`src/hw/rtl/assert_macros.svh`:
```
// shared assertion macros, sampled on clk and disabled while rst_n is low
`ifndef ASSERT_MACROS_SVH
`define ASSERT_MACROS_SVH

// property that must hold at every edge
`define ASSERT_ALWAYS(lbl, cond, msg) \
    lbl: assert property (@(posedge clk) disable iff (!rst_n) (cond)) else $error(msg);

// consequence in the cycle after the trigger
`define ASSERT_NEXT(lbl, trig, cons, msg) \
    lbl: assert property (@(posedge clk) disable iff (!rst_n) (trig) |=> (cons)) else $error(msg);

`endif

```
`src/hw/rtl/gapf_pkg.sv`:
```
// ----------------------------------------------------------------------------
// gapf_pkg
// Types, constants and helpers shared by the grid path finder modules.
// ----------------------------------------------------------------------------
package gapf_pkg;

    localparam int MAX_COLUMNS = 8;
    localparam int MAX_ROWS    = 8;
    localparam int COORD_W     = 3;
    localparam int CELL_W      = 2 * COORD_W;
    localparam int CELLS       = MAX_COLUMNS * MAX_ROWS;
    localparam int DIM_W       = 4;
    localparam int WALL_W      = 4;
    localparam int COST_W      = 7;
    localparam int LEN_W       = CELL_W + 1;
    localparam int KEY_W       = COST_W + CELL_W;
    localparam int CFG_IDX_W   = 2;

    localparam logic [CFG_IDX_W-1:0] CFG_COLUMNS = 2'd0;
    localparam logic [CFG_IDX_W-1:0] CFG_ROWS    = 2'd1;

    typedef enum logic
    {
        CMD_LOAD  = 1'b0,
        CMD_QUERY = 1'b1
    } cmd_t;

    typedef enum logic [1:0]
    {
        ST_WAYPOINT    = 2'd0,
        ST_NO_PATH     = 2'd1,
        ST_OUT_OF_GRID = 2'd2,
        ST_OVERFLOW    = 2'd3
    } status_t;

    typedef struct packed
    {
        logic [0:0]         command;
        logic [CELL_W-1:0]  cell_index;
        logic [WALL_W-1:0]  wall_bits;
        logic [COORD_W-1:0] start_x;
        logic [COORD_W-1:0] start_z;
        logic [COORD_W-1:0] goal_x;
        logic [COORD_W-1:0] goal_z;
    } in_item_t;

    typedef struct packed
    {
        logic [COORD_W-1:0] point_x;
        logic [COORD_W-1:0] point_z;
        status_t            status;
        logic               last;
    } out_item_t;

    // classified item handed from front to back; cells coded as {z, x}
    typedef struct packed
    {
        logic               is_query;
        logic               bad;
        logic [CELL_W-1:0]  wall_addr;
        logic [WALL_W-1:0]  wall_bits;
        logic [CELL_W-1:0]  start_cell;
        logic [CELL_W-1:0]  goal_cell;
        logic [COST_W-1:0]  start_h;
    } desc_t;

    typedef enum logic [4:0]
    {
        S_IDLE,
        S_POP,
        S_SCAN,
        S_REM_RD,
        S_REM_WR,
        S_CLOSE,
        S_EXP_RD,
        S_EXP_LAT,
        S_NB_RD,
        S_NB_CHK,
        S_FINISH,
        S_WALK,
        S_WALK_WR,
        S_EMIT_START,
        S_RT_RD,
        S_RT_GET,
        S_RT_STEP,
        S_EMIT_GOAL,
        S_STATUS
    } back_state_t;

    typedef enum logic [1:0]
    {
        DIR_NORTH = 2'd0,
        DIR_EAST  = 2'd1,
        DIR_SOUTH = 2'd2,
        DIR_WEST  = 2'd3
    } dir_t;

    function automatic logic [DIM_W-1:0] eff_dim(input logic [DIM_W-1:0] v,
                                                 input logic [DIM_W-1:0] lim);
        return (v > lim) ? lim : v;
    endfunction

    function automatic logic [COORD_W-1:0] abs_diff(input logic [COORD_W-1:0] a,
                                                    input logic [COORD_W-1:0] b);
        return (a > b) ? (a - b) : (b - a);
    endfunction

endpackage

```
`src/hw/rtl/gapf_front.sv`:
```
// ----------------------------------------------------------------------------
// gapf_front
// Classifies input words: range-checks queries, codes cells, start heuristic.
// ----------------------------------------------------------------------------
module gapf_front
    import gapf_pkg::*;
(
    input  logic             in_valid,
    output logic             in_ready,
    input  in_item_t         in_data,
    input  logic [DIM_W-1:0] columns_cfg,
    input  logic [DIM_W-1:0] rows_cfg,
    output logic             push_valid,
    input  logic             push_ready,
    output desc_t            push_data
);

    logic [DIM_W-1:0] cols;
    logic [DIM_W-1:0] rows;
    logic             out_of_grid;

    always_comb
    begin
        cols = eff_dim(columns_cfg, DIM_W'(MAX_COLUMNS));
        rows = eff_dim(rows_cfg, DIM_W'(MAX_ROWS));
        out_of_grid = (cols == '0) || (rows == '0)
                   || ({1'b0, in_data.start_x} >= cols) || ({1'b0, in_data.goal_x} >= cols)
                   || ({1'b0, in_data.start_z} >= rows) || ({1'b0, in_data.goal_z} >= rows);

        push_data.is_query   = (cmd_t'(in_data.command) == CMD_QUERY);
        push_data.bad        = out_of_grid;
        push_data.wall_addr  = in_data.cell_index;
        push_data.wall_bits  = in_data.wall_bits;
        push_data.start_cell = {in_data.start_z, in_data.start_x};
        push_data.goal_cell  = {in_data.goal_z, in_data.goal_x};
        push_data.start_h    = COST_W'(abs_diff(in_data.start_x, in_data.goal_x))
                             + COST_W'(abs_diff(in_data.start_z, in_data.goal_z));
    end

    assign push_valid = in_valid;
    assign in_ready   = push_ready;

endmodule

```
`config.mk`:
```
export PLATFORM = sky130hd
export DESIGN_NAME = gapf_front
export DESIGN_NICKNAME = d
export VERILOG_FILES = /design/src/hw/rtl/assert_macros.svh /design/src/hw/rtl/gapf_pkg.sv /design/src/hw/rtl/gapf_front.sv
export SDC_FILE = /design/constraint.sdc
export NUM_CORES = 1
export LEC_CHECK = 0
export BUFFER_PORTS_ARGS = -buffer_cell sky130_fd_sc_hd__buf_4
export CORE_ASPECT_RATIO = 0.8
export CORE_MARGIN = 4
export CORE_UTILIZATION = 45
export DETAILED_ROUTE_END_ITERATION = 8
export PLACE_DENSITY = 0.95
export SLEW_MARGIN = 20
export SYNTH_ARGS = -nofsm -noshare
export SYNTH_HDL_FRONTEND = slang
export SYNTH_SLANG_ARGS = --single-unit
```
`constraint.sdc`:
```
create_clock -name vclk -period 3.1
set_clock_uncertainty 0.15 [all_clocks]
set_input_delay 0.31 -clock vclk [all_inputs]
set_output_delay 0.31 -clock vclk [all_outputs]
set_load 0.01 [all_outputs]
```
==> results of run 1 <==
[power by group through the flow]
stage / clock network [mW] / logic, mW / registers (mW)
2_1_floorplan: 0 / 0.184 / 0
3_3_place_gp: 0 / 0.245 / 0
3_5_place_dp: 0 / 0.257 / 0
4_1_cts: 0 / 0.259 / 0
5_1_grt: 0 / 0.293 / 0
6_report: 0 / 0.260 / 0
[routing by layer]
metal  global-route usage  up-vias  routed length (um)
li1                     -      432                   -
met1                0.188      416                 900
met2                0.286       29                1170
met3              0.00505        2                 108
met4               0.0106        0                   5
met5                    0        -                   0
[synth_stat cells, drive strengths merged, types with 3 or more instances]
master  count  share of area
inv        16          0.058
fa          5          0.097
a21o        4          0.029
nand2       3          0.011
nor2b       4          0.031
o21ai       5          0.024
a211oi      3          0.022
nand2b      7          0.042
a21oi       5          0.024
buf        29           0.21
ha         23           0.28
nor2        4          0.015
[final timing paths]
check             slack [ns]        start  depth (start not counted)             to
hold / removal          0.47  in_data[14]                          0  push_data[21]
setup / recovery        0.16   in_data[6]                         12   push_data[3]
[cells by family (layout without fill, tap and decap cells)]
kind of cell / after synthesis / after routing / share of synthesized area
AOI/OAI and AO/OA: 25 / 25 / 0.165
other: 1 / 3 / 0.00363
and+or+nand+nor: 26 / 26 / 0.148
muxes: 3 / 3 / 0.0315
xor gates and xnor gates: 1 / 1 / 0.00848
adders and majority gates: 28 / 28 / 0.375
buffers and inverters: 45 / 53 / 0.269
[per-stage QoR]
stage                     hold WS, ns  instance area [sq um]  setup WS (ns)  utilization
after floorplan                 0.562                   1040          0.514            -
after global placement          0.470                   1130          0.186        0.520
after detailed placement        0.470                   1130          0.138        0.520
after CTS                       0.470                   1130          0.126        0.520
after global routing            0.470                   1140        0.00829        0.524
final                           0.470                   1140          0.164        0.524
[final cells by class]
| cell class | count | share of cell area |
|---|---|---|
| repair buffers | 37 | 0.244 |
| multi-input cells | 86 | 0.676 |
| inverters | 16 | 0.0527 |
| well taps | 25 | 0.0274 |
[critical path, stage by stage]
cell     delay, ns
buf_4         0.12
inv_1         0.07
ha_1          0.16
inv_1         0.06
fa_1          0.50
a31oi_1       0.05
a22o_1        0.23
a21oi_1       0.24
ha_1          0.28
a21o_1        0.16
a21o_1        0.17
buf_4         0.13
[timing repair]
item | in CTS | in global routing
hold endpoints to repair | 0 | 0
gates resized for setup | 0 | 1
hold buffers | 0 | 0
setup endpoints to repair | 0 | 1
==> run metrics, run 1 <==
status completed; setup repair bufs after CTS 0; Die Wd 61.6 um; Int Pwr 0.133 mW; DRT iter0 DRCs 14; commonest non-fill, non-tap cell in the layout buf_4; largest net degree at the start of global routing 7; Max Clk Rate 341 MHz; Boundary Pins 66; Leak 0.612 nW; CP Launch Type input port; Ys Warns 0; Crit path required time 2.64 ns; Worst Path Arrival 2.48 ns; Hold Path Class input port to primary output; power per cell area 228 nW/um^2; Multi-input gate area 771 sq um; Seq/Total Area, Yosys 0; final period utilization 0.947; Peak VDD IR 0.239 mV; number of max-cap violations 0; FFs & Latches 0; Antenna Nets Post-Route 0; placed cells 164; HPWL Detailed 2.02 mm; RSZ-0062 raised after global routing false; total power 0.260 mW; WL/cell 13.3 um; Psw 0.127 mW; sw frac 0.489; DIE HEIGHT 50.9 um; Placer Congestion 0.807; global-route wire length before repair 3.78 mm; drt first pass iters 4; DIE AREA 3130 sq um; Post-Synthesis Cells 129; IO buf count 37; initial antenna violation count 0; Final min period 2.94 ns; Mapped Area 1030 sq um; Netlist cell types 31; setup tns final 0 ns; gr usage total 0.149; footprint of the flip-flops and latches 0 sq um; Mean Syn Cell Area 8.01 sq um; final-stage net count 202; most frequent cells in the layout buf_4 (37), ha_1 (23), inv_1 (16), nand2b_1 (7); CLK BUF 0; combinational share of power 1.000; Initial Util 0.475; Final Hold Viols 0; CORE AREA 2180 sq um; crit-path max FO 3; DRC Markers 0; share of total power in sequential cells 0; final slew viol count 0; endpoints failing setup 0; diode count 0; Layout area overhead 10.3%; row count 15; Clk pwr share 0; Worst Setup End Kind primary output; fillers 197; share of cells above drive strength 1 0.302; Vias/cell 5.36; Final Routed Wirelength 2.19 mm; total gr overflow 0; crit path kind input port to primary output; DR vias 879; vias in the first global route 909; Final Instance Count excl. Fillers 164
No activity file was read; power rests on OpenSTA's default activity.
==> run 2, diff against run 1 <==
- PLACE_DENSITY: 0.95 -> 0.86
==> run metrics, run 2 (same netlist as run 1, synthesis figures left out) <==
diode count 0 (unchanged); Post-CTS Hold Fix Bufs 0 (unchanged); FFs & Latches 0 (unchanged); Worst Path Arrival 2.49 ns (about the same); Vias/cell 5.20 (-3.1%); DRT iter0 DRCs 16 (+2); Boundary Pins 66 (unchanged); status completed; Final Hold Viols 0 (unchanged); pre-CTS WS 0.144 ns (+0.00615 ns); Hold Path Class input port to primary output; CP Launch Type input port; Final WS setup 0.150 ns (-0.0142 ns); Layout area overhead 10.3% (unchanged); Max Clk Rate 339 MHz (-0.48%); crit path kind input port to primary output; Antenna Nets Post-Route 0 (unchanged); power per cell area 227 nW/um^2 (-0.20%); Final Routed Wirelength 2.16 mm (-1.1%); DRC Markers 0 (unchanged); DIE HEIGHT 50.9 um (unchanged); CLK BUF 0 (unchanged); IO buf count 37 (unchanged); gr usage total 0.137 (-0.0121); endpoints failing setup 0 (unchanged); Initial Util 0.475 (unchanged); Placer Congestion 0.819 (+1.4%); crit-path max FO 3 (unchanged); share of cells above drive strength 1 0.302 (unchanged); Worst Setup End Kind primary output; most frequent cells in the layout buf_4 (37), ha_1 (23), inv_1 (16), nand2b_1 (7); setup tns final 0 ns (unchanged); footprint of the flip-flops and latches 0 sq um (unchanged); Peak VDD IR 0.179 mV (-25%); DR vias 852 (-3.1%); final period utilization 0.952 (+0.00457); final-stage net count 202 (unchanged); Die Wd 61.6 um (unchanged); CORE AREA 2180 sq um (unchanged); RSZ-0062 raised after global routing false; DIE AREA 3130 sq um (unchanged); commonest non-fill, non-tap cell in the layout buf_4; HPWL Detailed 1.93 mm (-4.2%); vias in the first global route 857 (-5.7%); final slew viol count 0 (unchanged); initial antenna violation count 0 (unchanged); fillers 200 (+1.5%); global-route wire length before repair 3.52 mm (-6.9%); WL/cell 13.2 um (-1.1%); row count 15 (unchanged); Crit path required time 2.64 ns (about the same); Leak 0.612 nW (unchanged); Final min period 2.95 ns (+0.0142 ns); largest net degree at the start of global routing 7 (unchanged); drt first pass iters 4 (unchanged); total gr overflow 0 (unchanged); number of max-cap violations 0 (unchanged)
[run 2: worst paths after layout]
path | from | endpoint | depth (start not counted)
hold / removal | push_ready | in_ready | 0
setup / recovery | in_data[6] | push_data[3] | 12
[run 2: layer usage]
| metal | global-route usage | routed length, um |
|---|---|---|
| met5 | 0 | 0 |
| met2 | 0.225 | 1020 |
| met3 | 0.0101 | 147 |
| met1 | 0.180 | 914 |
| met4 | 0.0636 | 77 |
[run 2: layout make-up]
cell class	count	area [sq um]	area share
timing repair buffer	37	278	0.244
tap	25	31.3	0.0274
inverter	16	60.1	0.0527
multi-input combinational	86	771	0.676
[run 2: critical path, cell delays in order]
cell and delay, ns:
buf_4 0.12, inv_1 0.07, ha_1 0.15, inv_1 0.05
fa_1 0.51, a31oi_1 0.05, a22o_1 0.23, a21oi_1 0.26
ha_1 0.29, a21o_1 0.15, a21o_1 0.17, buf_4 0.14
[run 2: what timing repair did]
| action | CTS | global route |
|---|---|---|
| gates resized for setup | 0 | 1 |
| endpoints found under the setup margin | 0 | 1 |
| buffers inserted | 0 | 0 |
| hold endpoints to repair | 0 | 0 |
[run 2: stage by stage]
stage | power [mW] | util | std cells | cell area (sq um) | hold WS, ns
2_1_floorplan | 0.184 | - | 131 | 1040 | 0.562
3_3_place_gp | 0.245 | 0.520 | 164 | 1130 | 0.470
3_5_place_dp | 0.256 | 0.520 | 164 | 1130 | 0.470
4_1_cts | 0.257 | 0.520 | 164 | 1130 | 0.470
5_1_grt | 0.287 | 0.524 | 164 | 1140 | 0.470
6_report | 0.259 | 0.524 | 164 | 1140 | 0.470
[run 2: report_power, final]
group	total, mW	switching (mW)	internal (mW)
combinational	0.259	0.127	0.133
sequential	0	0	0
clock	0	0	0
total	0.259	0.127	0.133
