File: src/hw/rtl/assert_macros.svh
// shared assertion macros, sampled on clk and disabled while rst_n is low
`ifndef ASSERT_MACROS_SVH
`define ASSERT_MACROS_SVH

// property that must hold at every edge
`define ASSERT_ALWAYS(lbl, cond, msg) \
    lbl: assert property (@(posedge clk) disable iff (!rst_n) (cond)) else $error(msg);

// consequence in the cycle after the trigger
`define ASSERT_NEXT(lbl, trig, cons, msg) \
    lbl: assert property (@(posedge clk) disable iff (!rst_n) (trig) |=> (cons)) else $error(msg);

`endif

File: src/hw/rtl/gapf_pkg.sv
// ----------------------------------------------------------------------------
// gapf_pkg
// Types, constants and helpers shared by the grid path finder modules.
// ----------------------------------------------------------------------------
package gapf_pkg;

    localparam int MAX_COLUMNS = 8;
    localparam int MAX_ROWS    = 8;
    localparam int COORD_W     = 3;
    localparam int CELL_W      = 2 * COORD_W;
    localparam int CELLS       = MAX_COLUMNS * MAX_ROWS;
    localparam int DIM_W       = 4;
    localparam int WALL_W      = 4;
    localparam int COST_W      = 7;
    localparam int LEN_W       = CELL_W + 1;
    localparam int KEY_W       = COST_W + CELL_W;
    localparam int CFG_IDX_W   = 2;

    localparam logic [CFG_IDX_W-1:0] CFG_COLUMNS = 2'd0;
    localparam logic [CFG_IDX_W-1:0] CFG_ROWS    = 2'd1;

    typedef enum logic
    {
        CMD_LOAD  = 1'b0,
        CMD_QUERY = 1'b1
    } cmd_t;

    typedef enum logic [1:0]
    {
        ST_WAYPOINT    = 2'd0,
        ST_NO_PATH     = 2'd1,
        ST_OUT_OF_GRID = 2'd2,
        ST_OVERFLOW    = 2'd3
    } status_t;

    typedef struct packed
    {
        logic [0:0]         command;
        logic [CELL_W-1:0]  cell_index;
        logic [WALL_W-1:0]  wall_bits;
        logic [COORD_W-1:0] start_x;
        logic [COORD_W-1:0] start_z;
        logic [COORD_W-1:0] goal_x;
        logic [COORD_W-1:0] goal_z;
    } in_item_t;

    typedef struct packed
    {
        logic [COORD_W-1:0] point_x;
        logic [COORD_W-1:0] point_z;
        status_t            status;
        logic               last;
    } out_item_t;

    // classified item handed from front to back; cells coded as {z, x}
    typedef struct packed
    {
        logic               is_query;
        logic               bad;
        logic [CELL_W-1:0]  wall_addr;
        logic [WALL_W-1:0]  wall_bits;
        logic [CELL_W-1:0]  start_cell;
        logic [CELL_W-1:0]  goal_cell;
        logic [COST_W-1:0]  start_h;
    } desc_t;

    typedef enum logic [4:0]
    {
        S_IDLE,
        S_POP,
        S_SCAN,
        S_REM_RD,
        S_REM_WR,
        S_CLOSE,
        S_EXP_RD,
        S_EXP_LAT,
        S_NB_RD,
        S_NB_CHK,
        S_FINISH,
        S_WALK,
        S_WALK_WR,
        S_EMIT_START,
        S_RT_RD,
        S_RT_GET,
        S_RT_STEP,
        S_EMIT_GOAL,
        S_STATUS
    } back_state_t;

    typedef enum logic [1:0]
    {
        DIR_NORTH = 2'd0,
        DIR_EAST  = 2'd1,
        DIR_SOUTH = 2'd2,
        DIR_WEST  = 2'd3
    } dir_t;

    function automatic logic [DIM_W-1:0] eff_dim(input logic [DIM_W-1:0] v,
                                                 input logic [DIM_W-1:0] lim);
        return (v > lim) ? lim : v;
    endfunction

    function automatic logic [COORD_W-1:0] abs_diff(input logic [COORD_W-1:0] a,
                                                    input logic [COORD_W-1:0] b);
        return (a > b) ? (a - b) : (b - a);
    endfunction

endpackage

File: src/hw/rtl/gapf_cmd_fifo.sv
// ----------------------------------------------------------------------------
// gapf_cmd_fifo
// Two-entry queue of classified words between front and back.
// ----------------------------------------------------------------------------
module gapf_cmd_fifo
    import gapf_pkg::*;
(
    input  logic  clk,
    input  logic  rst_n,
    input  logic  wr_valid,
    output logic  wr_ready,
    input  desc_t wr_data,
    output logic  rd_valid,
    input  logic  rd_ready,
    output desc_t rd_data
);

    desc_t      slot_reg [2];
    logic       wr_ptr_reg;
    logic       wr_ptr_next;
    logic       rd_ptr_reg;
    logic       rd_ptr_next;
    logic [1:0] count_reg;
    logic [1:0] count_next;
    logic       do_wr;
    logic       do_rd;

    assign wr_ready = (count_reg != 2'd2);
    assign rd_valid = (count_reg != 2'd0);
    assign rd_data  = slot_reg[rd_ptr_reg];
    assign do_wr    = wr_valid && wr_ready;
    assign do_rd    = rd_valid && rd_ready;

    always_comb
    begin
        wr_ptr_next = wr_ptr_reg ^ do_wr;
        rd_ptr_next = rd_ptr_reg ^ do_rd;
        count_next  = count_reg + {1'b0, do_wr} - {1'b0, do_rd};
    end

    always_ff @(posedge clk or negedge rst_n)
    begin
        if (!rst_n)
        begin
            wr_ptr_reg <= 1'b0;
            rd_ptr_reg <= 1'b0;
            count_reg  <= 2'd0;
        end
        else
        begin
            wr_ptr_reg <= wr_ptr_next;
            rd_ptr_reg <= rd_ptr_next;
            count_reg  <= count_next;
        end
    end

    always_ff @(posedge clk)
    begin
        if (do_wr)
        begin
            slot_reg[wr_ptr_reg] <= wr_data;
        end
    end

endmodule

File: config.mk
export PLATFORM = sky130hd
export DESIGN_NAME = gapf_cmd_fifo
export DESIGN_NICKNAME = d
export VERILOG_FILES = /design/src/hw/rtl/assert_macros.svh /design/src/hw/rtl/gapf_pkg.sv /design/src/hw/rtl/gapf_cmd_fifo.sv
export SDC_FILE = /design/constraint.sdc
export NUM_CORES = 1
export LEC_CHECK = 0
export ABC_AREA = 1
export BUFFER_PORTS_ARGS = -buffer_cell sky130_fd_sc_hd__buf_4
export CAP_MARGIN = 25
export CORE_MARGIN = 5
export CORE_UTILIZATION = 30
export DETAILED_ROUTE_END_ITERATION = 6
export GPL_TIMING_DRIVEN = 0
export SYNTH_ARGS = -nofsm -noshare
export SYNTH_HDL_FRONTEND = slang
export SYNTH_SLANG_ARGS = --single-unit
File: constraint.sdc
create_clock -name clk -period 3.15 [get_ports clk]
set_clock_uncertainty 0.05 [all_clocks]
set_input_delay 0.63 -clock clk [delete_from_list [all_inputs] [get_ports clk]]
set_output_delay 0.63 -clock clk [all_outputs]
set_load 0.01 [all_outputs]
==> report_table.html <==
<table>
<tr><th>Metric</th><th>Value</th></tr>
<tr><th colspan="2">Floorplan</th></tr>
<tr><td>Horizontal die dimension</td><td>101 um</td></tr>
<tr><td>Die Footprint</td><td>10200 um2</td></tr>
<tr><td>Top-level port count</td><td>between 60 and 70</td></tr>
<tr><td>Initial Util</td><td>a little under a third</td></tr>
<tr><td>Placeable Area</td><td>8130 um2</td></tr>
<tr><td>Number of standard-cell rows in the floorplan</td><td>33</td></tr>
<tr><td>Die Y-Extent</td><td>101 um</td></tr>
<tr><th colspan="2">CTS</th></tr>
<tr><td>Clock transition at the register clock pins on the worst setup and hold paths after CTS</td><td>70 ps</td></tr>
<tr><td>Number of buffers on the longest clock path</td><td>2</td></tr>
<tr><td>Latest clock arrival within the worst-skew pair</td><td>330 ps</td></tr>
<tr><td>TritonCTS sink count</td><td>66</td></tr>
<tr><td>Post-CTS setup buffers</td><td>0</td></tr>
<tr><td>Deepest level of the CTS H-tree</td><td>3</td></tr>
<tr><td>Clock tree root driver cell</td><td>sky130_fd_sc_hd__clkbuf_8</td></tr>
<tr><td>Number of hold buffers added after CTS</td><td>0</td></tr>
<tr><td>TritonCTS buffer count</td><td>9</td></tr>
<tr><td>Gates resized, CTS repair</td><td>0</td></tr>
<tr><td>CTS tree</td><td>built</td></tr>
<tr><th colspan="2">STA</th></tr>
<tr><td>Relative slew slack</td><td>between 40% and 50%</td></tr>
<tr><td>Number of setup violations in the final report</td><td>0</td></tr>
<tr><td>Final critical-path share of the clock period</td><td>65.7%</td></tr>
<tr><td>Minimum period implied by the final worst setup slack</td><td>2070 ps</td></tr>
<tr><td>Slew Limit Fails</td><td>0</td></tr>
<tr><td>Actual transition at the worst max-transition pin</td><td>806 ps</td></tr>
<tr><td>RSZ-0062 raised after global routing</td><td>no</td></tr>
<tr><td>F_max</td><td>0.483 GHz</td></tr>
<tr><td>Final Hold Viols</td><td>0</td></tr>
<tr><th colspan="2">Synth</th></tr>
<tr><td>Top cells by area, synth</td><td>sky130_fd_sc_hd__edfxtp_1, sky130_fd_sc_hd__nand2_1, sky130_fd_sc_hd__dfrtp_1, sky130_fd_sc_hd__inv_1, sky130_fd_sc_hd__buf_2</td></tr>
<tr><td>Mux cell area share after synthesis</td><td>0%</td></tr>
<tr><td>Synth Area in Adders</td><td>1.01%</td></tr>
<tr><td>Cell variety after synth</td><td>12</td></tr>
<tr><td>Simple-gate portion of the synthesized area</td><td>between 15 and 20%</td></tr>
<tr><td>Dominant combinational cell family by area after synthesis</td><td>simple AND/OR/NAND/NOR gates</td></tr>
<tr><td>Area share of the largest cell type after synthesis</td><td>around 75%</td></tr>
<tr><td>Mapped Area</td><td>2470 um2</td></tr>
<tr><td>Number of synthesis warnings</td><td>0</td></tr>
<tr><td>Cells after Synth</td><td>193</td></tr>
<tr><td>Cell type with the largest total area after synthesis</td><td>sky130_fd_sc_hd__edfxtp_1</td></tr>
<tr><td>Xor and xnor fraction of the mapped netlist area</td><td>0.354%</td></tr>
<tr><td>Number of nets produced by synthesis</td><td>230</td></tr>
<tr><td>Mean Syn Cell Area</td><td>between 10 and 15 um2</td></tr>
<tr><td>Post-synthesis register bit count</td><td>66</td></tr>
<tr><td>Compound-gate portion of the synthesized area</td><td>0.202%</td></tr>
<tr><td>Register area share after synthesis</td><td>79.3%</td></tr>
<tr><th colspan="2">Routing</th></tr>
<tr><td>Initial drt markers</td><td>54</td></tr>
<tr><td>Routed length per instance</td><td>12.4 um</td></tr>
<tr><td>Via density per instance</td><td>~4.1</td></tr>
<tr><td>Post-route antenna net violation count</td><td>0</td></tr>
<tr><td>DRC violation count after routing</td><td>0</td></tr>
<tr><td>Final wirelength</td><td>4.75 mm</td></tr>
<tr><td>Drt first pass iters</td><td>4</td></tr>
<tr><td>Vias</td><td>about 1600</td></tr>
<tr><th colspan="2">Global routing</th></tr>
<tr><td>Maximum number of pins on one net before global-route repair</td><td>32</td></tr>
<tr><td>Wire length of the first global-routing pass</td><td>7.36 mm</td></tr>
<tr><td>Overall global routing resource usage</td><td>9.88%</td></tr>
<tr><td>Number of global-route vias before repair</td><td>1540</td></tr>
<tr><td>Antenna violations before repair</td><td>0</td></tr>
<tr><td>Total overflow reported by the global router</td><td>0</td></tr>
<tr><th colspan="2">Run status</th></tr>
<tr><td>Run status</td><td>finished clean</td></tr>
<tr><th colspan="2">Setup path</th></tr>
<tr><td>Largest fanout on the critical path</td><td>10</td></tr>
<tr><td>Data arrival at the endpoint of the critical path</td><td>around 1400 ps</td></tr>
<tr><td>Launching element type of the critical path</td><td>register</td></tr>
<tr><td>Worst setup path category</td><td>reg -&gt; out</td></tr>
<tr><td>Required @ worst endpoint</td><td>2470 ps</td></tr>
<tr><td>CP endpoint kind</td><td>output pin</td></tr>
<tr><th colspan="2">Worst hold path</th></tr>
<tr><td>Classification of the worst-slack hold path</td><td>in -&gt; async</td></tr>
<tr><th colspan="2">Final layout</th></tr>
<tr><td>Layout cells sized above 1</td><td>33.6%</td></tr>
<tr><td>Utilization after layout</td><td>40.8%</td></tr>
<tr><td>Fill cells</td><td>between 700 and 800</td></tr>
<tr><td>Max reg flops</td><td>62</td></tr>
<tr><td>Area growth, synth to finish</td><td>34.0%</td></tr>
<tr><td>Final std cells w/o fill</td><td>382</td></tr>
<tr><td>Antenna diode instance count</td><td>0</td></tr>
<tr><td>Final layout net count</td><td>roughly 310</td></tr>
<tr><th colspan="2">Place</th></tr>
<tr><td>Port bufs</td><td>67</td></tr>
<tr><td>Routability congestion estimate</td><td>around 0.67</td></tr>
<tr><td>DP HPWL</td><td>3.23 mm</td></tr>
<tr><td>Instance count after placement with tap cells included</td><td>366</td></tr>
<tr><th colspan="2">Job</th></tr>
<tr><td>Maximum capacitance violations</td><td>0</td></tr>
<tr><th colspan="2">Pwr</th></tr>
<tr><td>Leakage power</td><td>0.00143 uW</td></tr>
<tr><td>Power density over the cells</td><td>900 nW/um2</td></tr>
<tr><td>Power consumption</td><td>2980 uW</td></tr>
<tr><td>Largest vdd supply drop</td><td>0.327 mV</td></tr>
</table>
==> cells in the final DEF, fill, tap and decap left out <==
master / synthesis / layout
sky130_fd_sc_hd__dfrtp_1: 4 / 4
sky130_fd_sc_hd__nand3_1: 1 / 1
sky130_fd_sc_hd__nor2_1: 3 / 2
sky130_fd_sc_hd__edfxtp_1: 62 / 62
sky130_fd_sc_hd__buf_2: 6 / 6
sky130_fd_sc_hd__nor2_4: 0 / 1
sky130_fd_sc_hd__clkinv_2: 0 / 1
sky130_fd_sc_hd__nand2_1: 102 / 102
sky130_fd_sc_hd__clkinv_1: 0 / 1
sky130_fd_sc_hd__nand2_2: 1 / 1
sky130_fd_sc_hd__o21ai_1: 1 / 1
sky130_fd_sc_hd__buf_16: 0 / 1
sky130_fd_sc_hd__buf_4: 0 / 67
sky130_fd_sc_hd__inv_2: 1 / 1
sky130_fd_sc_hd__xor2_1: 1 / 1
sky130_fd_sc_hd__ha_2: 0 / 1
sky130_fd_sc_hd__clkbuf_8: 0 / 9
sky130_fd_sc_hd__ha_1: 2 / 1
sky130_fd_sc_hd__inv_1: 9 / 9
sky130_fd_sc_hd__clkinvlp_4: 0 / 5
==> power by group <==
group | switching [uW] | internal (uW)
logic | 647 | 475
clock network | 318 | 280
registers | 58.2 | 1200
total | 1020 | 1960
==> cell usage after synthesis <==
| master | number |
|---|---|
| sky130_fd_sc_hd__nand3_1 | 1 |
| sky130_fd_sc_hd__o21ai_1 | 1 |
| sky130_fd_sc_hd__ha_1 | 2 |
| sky130_fd_sc_hd__nand2_2 | 1 |
| sky130_fd_sc_hd__dfrtp_1 | 4 |
| sky130_fd_sc_hd__buf_2 | 6 |
| sky130_fd_sc_hd__nand2_1 | 102 |
| sky130_fd_sc_hd__xor2_1 | 1 |
| sky130_fd_sc_hd__nor2_1 | 3 |
| sky130_fd_sc_hd__edfxtp_1 | 62 |
| sky130_fd_sc_hd__inv_1 | 9 |
| sky130_fd_sc_hd__inv_2 | 1 |
==> per-stage QoR <==
stage	setup TNS (ps)	hold slack (ps)	setup slack [ps]	area, um2
5_1_grt	0	0.390	921	3320
6_report	0	30.7	1080	3320
4_1_cts	0	2.60	1000	3320
3_3_place_gp	-8240	382	-267	3110
2_1_floorplan	0	284	667	2470
3_5_place_dp	0	380	1070	3150
==> routing by layer <==
| layer | GRT usage [%] | part of all wire [%] | wire length [um] |
|---|---|---|---|
| met2 | 16.2 | 50 | 2380 |
| met1 | 11.0 | 41 | 1950 |
| met4 | 4.35 | 0.88 | 42 |
| met3 | 4.57 | 7.9 | 373 |
| met5 | 0 | 0 | 0 |
==> worst max-delay path, cell delays in order (launching register included) <==
cell and delay, ps:
sky130_fd_sc_hd__dfrtp_1 420, sky130_fd_sc_hd__inv_2 110, sky130_fd_sc_hd__buf_2 250, sky130_fd_sc_hd__nand2_1 80
sky130_fd_sc_hd__nand2_1 80, sky130_fd_sc_hd__buf_4 120
==> path summary, 6_finish.rpt <==
check	from	to	slack, ps	cells past startpoint
max in group asynchronous	rst_n	wr_ptr_reg	2920	1
min in group clk	wr_data[23]	slot_reg[0][23]	420	1
worst max register to register	count_reg[1]	slot_reg[0][10]	1280	4
worst min-delay path	rst_n	count_reg[0]	30	1
worst min register to register	count_reg[0]	count_reg[0]	510	1
worst max-delay path	rd_ptr_reg	rd_data[16]	1080	5
==> final cells by class <==
| class | count | area [um2] | share of cell area, % |
|---|---|---|---|
| buffer | 6 | 30.0 | 0.906 |
| clock buffer | 9 | 124 | 3.74 |
| clock inverter | 7 | 46.3 | 1.40 |
| inverter | 10 | 37.5 | 1.13 |
| multi-input combinational | 111 | 454 | 13.7 |
| sequential | 66 | 1960 | 59.2 |
| tap | 105 | 131 | 3.96 |
| timing repair buffer | 68 | 531 | 16.0 |
==> cells by family (layout without fill, tap and decap cells) <==
group           Yosys count  in the layout
compound gates            1              1
xor+xnor                  1              1
fa+ha+maj                 2              2
flops                    66             66
simple gates            107            107
buf+inv                  16            100
Power figures use the tool's default switching activity.
